==> config.mk <==
export PLATFORM = sky130hd
export DESIGN_NAME = unsorted_integer_set
export DESIGN_NICKNAME = d
export VERILOG_FILES = /design/src/hdl/uis_pkg.sv /design/src/hdl/unsorted_integer_set.sv /design/src/hdl/uis_ram.sv
export SDC_FILE = /design/constraint.sdc
export NUM_CORES = 2
export LEC_CHECK = 0
export ABC_CLOCK_PERIOD_IN_PS = 6900
export BUFFER_PORTS_ARGS = -buffer_cell sky130_fd_sc_hd__buf_2
export CAP_MARGIN = 20
export CORE_MARGIN = 1.5
export CORE_UTILIZATION = 40
export DETAILED_ROUTE_END_ITERATION = 10
export GPL_ROUTABILITY_DRIVEN = 0
export SETUP_SLACK_MARGIN = 0.1
export SLEW_MARGIN = 5
export SYNTH_ARGS = -nofsm -noshare
export SYNTH_HDL_FRONTEND = slang
export SYNTH_SLANG_ARGS = --single-unit
==> constraint.sdc <==
create_clock -name clk_i -period 6.9 [get_ports clk_i]
set_clock_uncertainty 0.05 [all_clocks]
set_input_delay 0.69 -clock clk_i [delete_from_list [all_inputs] [get_ports clk_i]]
set_output_delay 0.69 -clock clk_i [all_outputs]
set_load 0.005 [all_outputs]
==> src/hdl/uis_pkg.sv <==
// Shared constants, op codes and beat types for the unsorted integer set.
package uis_pkg;

  localparam int unsigned CAPACITY  = 64;
  localparam int unsigned IDX_W     = $clog2(CAPACITY);
  localparam int unsigned CNT_W     = $clog2(CAPACITY + 1);
  localparam int unsigned DATA_W    = 32;
  localparam int unsigned OP_W      = 3;
  localparam int unsigned ENTRIES_W = 7;

  localparam logic [OP_W-1:0] OP_ADD      = 3'd0;
  localparam logic [OP_W-1:0] OP_REMOVE   = 3'd1;
  localparam logic [OP_W-1:0] OP_CONTAINS = 3'd2;
  localparam logic [OP_W-1:0] OP_CLEAR    = 3'd3;
  localparam logic [OP_W-1:0] OP_ITERATE  = 3'd4;
  localparam logic [OP_W-1:0] OP_DRAIN    = 3'd5;

  typedef struct packed {
    logic [OP_W-1:0]          op;
    logic signed [DATA_W-1:0] value;
  } in_t;

  typedef struct packed {
    logic signed [DATA_W-1:0] item_value;
    logic                     has_item;
    logic                     found;
    logic                     refused_full;
    logic [ENTRIES_W-1:0]     entries;
    logic                     is_last;
  } out_t;

endpackage

==> src/hdl/unsorted_integer_set.sv <==
// Top level of the unsorted integer set: sequencer, entry RAM and output register.
// The set keeps up to CAPACITY distinct 32-bit values in one RAM with a single
// read port and a count register, and works on one op at a time. Add, remove
// and contains scan the entries linearly, one RAM read per cycle; remove then
// moves the last entry into the hole. Iterate and drain read ahead one entry
// and then give one result beat per cycle while the output register has room.
// An empty iterate or drain gives a single beat with has_item low. A finished
// beat waits in the output register while the next op is taken; the RAM
// contents are undefined after reset and need no clearing, as only entries
// below the count are ever read.
module unsorted_integer_set import uis_pkg::*; (
  input  logic clk_i,
  input  logic rst_ni,
  input  logic in_valid_i,
  output logic in_ready_o,
  input  in_t  in_data_i,
  output logic out_valid_o,
  input  logic out_ready_i,
  output out_t out_data_o
);

  localparam logic [2:0] S_IDLE    = 3'd0;
  localparam logic [2:0] S_SEARCH  = 3'd1;
  localparam logic [2:0] S_MOVE_RD = 3'd2;
  localparam logic [2:0] S_MOVE_WR = 3'd3;
  localparam logic [2:0] S_RESP    = 3'd4;
  localparam logic [2:0] S_ITER    = 3'd5;
  localparam logic [2:0] S_DRAIN   = 3'd6;

  logic [2:0]        state_q, state_d;
  logic [CNT_W-1:0]  cnt_q, cnt_d;
  logic [CNT_W-1:0]  idx_q, idx_d;
  logic [IDX_W-1:0]  slot_q, slot_d;
  logic              pend_q, pend_d;
  logic              found_q, found_d;
  logic              full_q, full_d;
  logic [OP_W-1:0]   op_q, op_d;
  logic [DATA_W-1:0] val_q, val_d;
  logic              out_valid_q, out_valid_d;
  out_t              out_q, out_d;

  logic              rd_en, wr_en;
  logic [IDX_W-1:0]  rd_addr, wr_addr;
  logic [DATA_W-1:0] wr_data, rd_data;

  logic              room, push, hit;
  out_t              push_data;
  logic [CNT_W-1:0]  cnt_m1, cnt_m2, idx_p1;

  uis_ram #(
    .WIDTH(DATA_W),
    .DEPTH(CAPACITY)
  ) u_ram (
    .clk_i     (clk_i),
    .wr_en_i   (wr_en),
    .wr_addr_i (wr_addr),
    .wr_data_i (wr_data),
    .rd_en_i   (rd_en),
    .rd_addr_i (rd_addr),
    .rd_data_o (rd_data)
  );

  assign room   = !out_valid_q || out_ready_i;
  assign cnt_m1 = cnt_q - CNT_W'(1);
  assign cnt_m2 = cnt_q - CNT_W'(2);
  assign idx_p1 = idx_q + CNT_W'(1);
  // rd_data belongs to the entry at slot_q whenever pend_q is set
  assign hit    = pend_q && (rd_data == val_q);

  assign in_ready_o  = (state_q == S_IDLE);
  assign out_valid_o = out_valid_q;
  assign out_data_o  = out_q;

  always_comb begin
    state_d   = state_q;
    cnt_d     = cnt_q;
    idx_d     = idx_q;
    slot_d    = slot_q;
    pend_d    = pend_q;
    found_d   = found_q;
    full_d    = full_q;
    op_d      = op_q;
    val_d     = val_q;
    rd_en     = 1'b0;
    rd_addr   = '0;
    wr_en     = 1'b0;
    wr_addr   = slot_q;
    wr_data   = rd_data;
    push      = 1'b0;
    push_data = '0;

    case (state_q)
      S_IDLE: begin
        if (in_valid_i) begin
          op_d    = in_data_i.op;
          val_d   = in_data_i.value;
          found_d = 1'b0;
          full_d  = 1'b0;
          idx_d   = '0;
          pend_d  = 1'b0;
          case (in_data_i.op)
            OP_ADD, OP_REMOVE, OP_CONTAINS: begin
              state_d = S_SEARCH;
            end
            OP_CLEAR: begin
              cnt_d   = '0;
              state_d = S_RESP;
            end
            OP_ITERATE: begin
              if (cnt_q == '0) begin
                state_d = S_RESP;
              end else begin
                rd_en   = 1'b1;
                rd_addr = '0;
                state_d = S_ITER;
              end
            end
            OP_DRAIN: begin
              if (cnt_q == '0) begin
                state_d = S_RESP;
              end else begin
                rd_en   = 1'b1;
                rd_addr = cnt_m1[IDX_W-1:0];
                state_d = S_DRAIN;
              end
            end
            default: begin
              state_d = S_RESP;
            end
          endcase
        end
      end

      S_SEARCH: begin
        if (hit) begin
          pend_d  = 1'b0;
          found_d = 1'b1;
          state_d = (op_q == OP_REMOVE) ? S_MOVE_RD : S_RESP;
        end else if (idx_q < cnt_q) begin
          // advance the scan; compare lands next cycle
          rd_en   = 1'b1;
          rd_addr = idx_q[IDX_W-1:0];
          slot_d  = idx_q[IDX_W-1:0];
          idx_d   = idx_p1;
          pend_d  = 1'b1;
        end else begin
          pend_d  = 1'b0;
          state_d = S_RESP;
          if (op_q == OP_ADD) begin
            if (cnt_q == CNT_W'(CAPACITY)) begin
              full_d = 1'b1;
            end else begin
              wr_en   = 1'b1;
              wr_addr = cnt_q[IDX_W-1:0];
              wr_data = val_q;
              cnt_d   = cnt_q + CNT_W'(1);
            end
          end
        end
      end

      S_MOVE_RD: begin
        rd_en   = 1'b1;
        rd_addr = cnt_m1[IDX_W-1:0];
        cnt_d   = cnt_m1;
        state_d = S_MOVE_WR;
      end

      S_MOVE_WR: begin
        // fill the hole with the former last entry
        wr_en   = 1'b1;
        wr_addr = slot_q;
        wr_data = rd_data;
        state_d = S_RESP;
      end

      S_RESP: begin
        if (room) begin
          push                   = 1'b1;
          push_data.found        = found_q;
          push_data.refused_full = full_q;
          push_data.entries      = ENTRIES_W'(cnt_q);
          push_data.is_last      = 1'b1;
          state_d                = S_IDLE;
        end
      end

      S_ITER: begin
        if (room) begin
          push                 = 1'b1;
          push_data.item_value = rd_data;
          push_data.has_item   = 1'b1;
          push_data.entries    = ENTRIES_W'(cnt_q);
          push_data.is_last    = (idx_p1 == cnt_q);
          if (idx_p1 == cnt_q) begin
            state_d = S_IDLE;
          end else begin
            rd_en   = 1'b1;
            rd_addr = idx_p1[IDX_W-1:0];
            idx_d   = idx_p1;
          end
        end
      end

      S_DRAIN: begin
        if (room) begin
          push                 = 1'b1;
          push_data.item_value = rd_data;
          push_data.has_item   = 1'b1;
          push_data.entries    = ENTRIES_W'(cnt_m1);
          push_data.is_last    = (cnt_m1 == '0);
          cnt_d                = cnt_m1;
          if (cnt_m1 == '0) begin
            state_d = S_IDLE;
          end else begin
            rd_en   = 1'b1;
            rd_addr = cnt_m2[IDX_W-1:0];
          end
        end
      end

      default: begin
        state_d = S_IDLE;
      end
    endcase
  end

  always_comb begin
    out_valid_d = out_valid_q;
    out_d       = out_q;
    if (push) begin
      out_valid_d = 1'b1;
      out_d       = push_data;
    end else if (out_ready_i) begin
      out_valid_d = 1'b0;
    end
  end

  always_ff @(posedge clk_i or negedge rst_ni) begin
    if (!rst_ni) begin
      state_q     <= S_IDLE;
      cnt_q       <= '0;
      idx_q       <= '0;
      pend_q      <= 1'b0;
      out_valid_q <= 1'b0;
    end else begin
      state_q     <= state_d;
      cnt_q       <= cnt_d;
      idx_q       <= idx_d;
      pend_q      <= pend_d;
      out_valid_q <= out_valid_d;
    end
  end

  always_ff @(posedge clk_i) begin
    slot_q  <= slot_d;
    found_q <= found_d;
    full_q  <= full_d;
    op_q    <= op_d;
    val_q   <= val_d;
    out_q   <= out_d;
  end

endmodule

==> src/hdl/uis_ram.sv <==
// Generic single-write, single-read RAM with registered read data.
module uis_ram #(
  parameter int unsigned WIDTH = 32,
  parameter int unsigned DEPTH = 64
) (
  input  logic                     clk_i,
  input  logic                     wr_en_i,
  input  logic [$clog2(DEPTH)-1:0] wr_addr_i,
  input  logic [WIDTH-1:0]         wr_data_i,
  input  logic                     rd_en_i,
  input  logic [$clog2(DEPTH)-1:0] rd_addr_i,
  output logic [WIDTH-1:0]         rd_data_o
);

  logic [WIDTH-1:0] mem_q [DEPTH];

  always_ff @(posedge clk_i) begin
    if (wr_en_i) begin
      mem_q[wr_addr_i] <= wr_data_i;
    end
    if (rd_en_i) begin
      rd_data_o <= mem_q[rd_addr_i];
    end
  end

endmodule

==> results.cfg <==
[timing]
final-setup-viol-count = 0
period_minus_slack_ns = 6.38
slew-limit-headroom_pct = 16.8
hold_viol_final = 0
finalMaxSlewViolations = 0
finalCritPeriodShare_pct = 92.5
worst-slew-pin-transition_ns = 1.24
max_clk_rate_mhz = 157
setup_total_negative_slack_ns = 0
rsz0062_at_grt = false

[clocking]
clock_insertion_delay_worst_skew_ns = 0.86
cts.repair.resized = 0
cts_sinks = 2185
cts.clk_slew.worst_paths_ns = 0.07
cts_buffers = 212
cts.root.buffer_cell = clkbuf_16
cts_htree_levels = 4
clock_tree.buffer_depth = 3
postCtsSetupRepairBufs = 0
cts_tree = yes

[yosys]
synthesis.nets = 6358
synthesis.area_per_instance_sq_um = 13.8
yosys-top-cells-area = edfxtp_1, nand2_1, nand3_1
netlist.top_cell.by_area = edfxtp_1
area_share_of_the_largest_cell_type_after_synthesis_pct = 74.8
synth.ff_latch_count = 2185
seq_area_frac_synth_pct = 75.3
synth.lib_cells_used.distinct = 81
ys_async_sr_fraction_pct = 0.870
syn_inst = 6305
synthesis_warning_total = 0
ys_dominant_reg_cell = edfxtp_1
count_of_flip_flops_with_a_built_in_enable_after_synthesis = 2166
syn_area_sq_um = 87000

[global_route]
grt_overflow = 0
grt_pass1_wl_microns = 379000
busiest_layer = met2
grt.met2_usage_pct = 34.9
grt.total_usage_pct = 23.4
use_met3_pct = 5.23
first_global_vias = 52507
gr-usage-met1_pct = 34.4
initial_antenna_violation_count = 21
grt_start_max_net_pins = 165

[detailed_routing]
detail_route.wirelength_microns = 264000
post_drt_via_cell_ratio = 5.88
drt_iter0_markers = 8160
ant_nets = 0
drt-wirelength-per-cell_microns = 27.9
detailroute.via_count = 55793
firstDrtPassIters = 6
drcViolationCount = 0

[floorplanning]
core_region_area_sq_um = 215000
dieHeight_microns = 469
std_cell_rows = 170
design.portCount = 84
fp.dieArea_sq_um = 220000
initial_utilization_pct = 40.4
floorplan.die.width_microns = 469

[final_layout]
layout_common_cells = edfxtp_1, nand2_1, nand3_1, a21oi_1, clkbuf_16
regArea_sq_um = 65500
inserted_diodes = 0
num-fill-cells = 18802
area.growth.synth_to_final_pct = 14.2
multiInputGateArea_sq_um = 20400
final_layout_size_suffix_gt1_share_pct = 12.1
final_nets = 6531
layout_commonest_cell = edfxtp_1

[critical_path]
cp-start-kind = flop
worst_ep_required_time_ns = 7.27
cp.depth = 13
endpoint = u_ram.rd_data_o[7]$_DFFE_PP_
end_kind = flop
crit_buf_inv = 1
timing.critical_path.arrival_ns = 6.76
worst_r2r_startpoint = cnt_q[1]$_DFFE_PN0P_
r2r.worst_path.cells = 13
crit_slowest_cell = nor2_4
ordered_cell_list_for_the_critical_path = inv_1 -> ha_1 -> or3b_1 -> o211ai_1 -> o21ai_1 -> a221oi_1 -> o32a_2 -> nand2_2 -> nor2_4 -> a32o_1 -> a211oi_1 -> a41oi_1 -> nand4_1
reg2reg_setup_slack_ns = 0.52
critPathMaxStageDelay_ns = 0.99
timing.critical_path.fanout_max = 30
worstSetupStartpoint = cnt_q[1]$_DFFE_PN0P_
timing_worst_setup_path_type = reg2reg
worst_r2r_endpoint = u_ram.rd_data_o[7]$_DFFE_PP_
path_delay_family = simple AND/OR/NAND/NOR gates

[power]
leakage_nw = 32.5
post-layout-total-power_mw = 45.0
p_per_area_nw_per_um2 = 454
peakVddDrop_mv = 0.390

[outcome]
status = finished, final reports clean

[placed_design]
hpwl_after_detailed_placement_microns = 153000
port_buffers = 83

[run]
cap_violations = 0

[min_path]
timing.hold.worst.class = in2reg
-- worst min-delay path by stage --
stage                  startpoint                   end  depth (start not counted)
4_1_cts             in_data_i[12]   val_q[12]$_DFFE_PP_                          1
3_3_place_gp   pend_q$_DFFE_PN0P_    pend_q$_DFFE_PN0P_                          1
3_5_place_dp   pend_q$_DFFE_PN0P_    pend_q$_DFFE_PN0P_                          1
5_1_grt             in_data_i[19]   val_q[19]$_DFFE_PP_                          1
2_1_floorplan              rst_ni  cnt_q[0]$_DFFE_PN0P_                          0
6_report            in_data_i[19]   val_q[19]$_DFFE_PP_                          1
-- layout make-up --
cell class	instances	area share, %
timing repair buffer	358	3.20
sequential	2185	66.0
tap	2838	3.58
clock buffer	263	5.56
multi-input combinational	3710	20.5
clock inverter	121	1.13
inverter	11	0.0416
-- Yosys cell counts (all sizes together), types with 4 or more instances --
cell and count:
nand4 92, ha 14, a22oi 8, a21oi 246
o22ai 5, mux2 36, mux4 30, dfrtp 19
a32oi 108, or3 19, mux2i 152, and2 36
edfxtp 2166, clkbuf 177, o21a 6, xnor2 34
o21ai 53, a41oi 32, a2111oi 14, nor2 135
nand2 1659, o211ai 22, o31ai 33, inv 10
buf 222, nand3 715, and3 32, nor3 33
nand2b 15, o311ai 4, a31oi 43, a32o 16
nor4 35, nor2b 5, xor2 7, a211oi 22
-- what timing repair did --
item | in CTS | in global routing
hold buffers | 24 | 1
endpoints found under the hold margin | 42 | 1
setup endpoints to repair | 0 | 0
-- metal layers --
metal  up-vias  wire length (microns)
met5         -                     50
met3       420                  30000
met4         8                   7170
li1      23888                      -
met1     28259                 109000
met2      3218                 118000
-- through the flow --
| step | instance area [sq um] | cells | worst slack, ns | hold slack [ns] | utilization (%) |
|---|---|---|---|---|---|
| global placement | 92200 | 9061 | -0.476 | 0.451 | 42.8 |
| detailed placement | 92400 | 9073 | 0.823 | 0.452 | 42.9 |
| global route | 99300 | 9486 | 0.580 | 0.000990 | 46.1 |
| CTS | 99200 | 9481 | 0.773 | 0.00169 | 46.1 |
| floorplan | 87000 | 6305 | 1.74 | 0.344 | - |
| finish | 99300 | 9486 | 0.517 | 0.0492 | 46.1 |
-- state kept, by name, summed over array words and instances (netlist names) --
name,cells
out_data_o,43
u_ram.mem_q,2048
val_q,32
cnt_q,7
out_valid_o,1
op_q,3
pend_q,1
idx_q,7
u_ram.rd_data_o,32
found_q,1
slot_q,6
full_q,1
state_q,3
-- power breakdown --
group          internal (mW)  switching (mW)
Clock                   6.23            5.05
Sequential              17.1           0.577
Combinational           4.15            11.9
-- logic make-up after synthesis --
family / count (synthesis) / share of synthesized area [%]
fa+ha+maj: 14 / 0.201
xor+xnor: 41 / 0.413
mux: 218 / 2.99
compound gates: 645 / 5.04
buf+inv: 410 / 2.10
simple gates: 2792 / 13.9
flops: 2185 / 75.3
No activity file was read; power rests on OpenSTA's default activity.
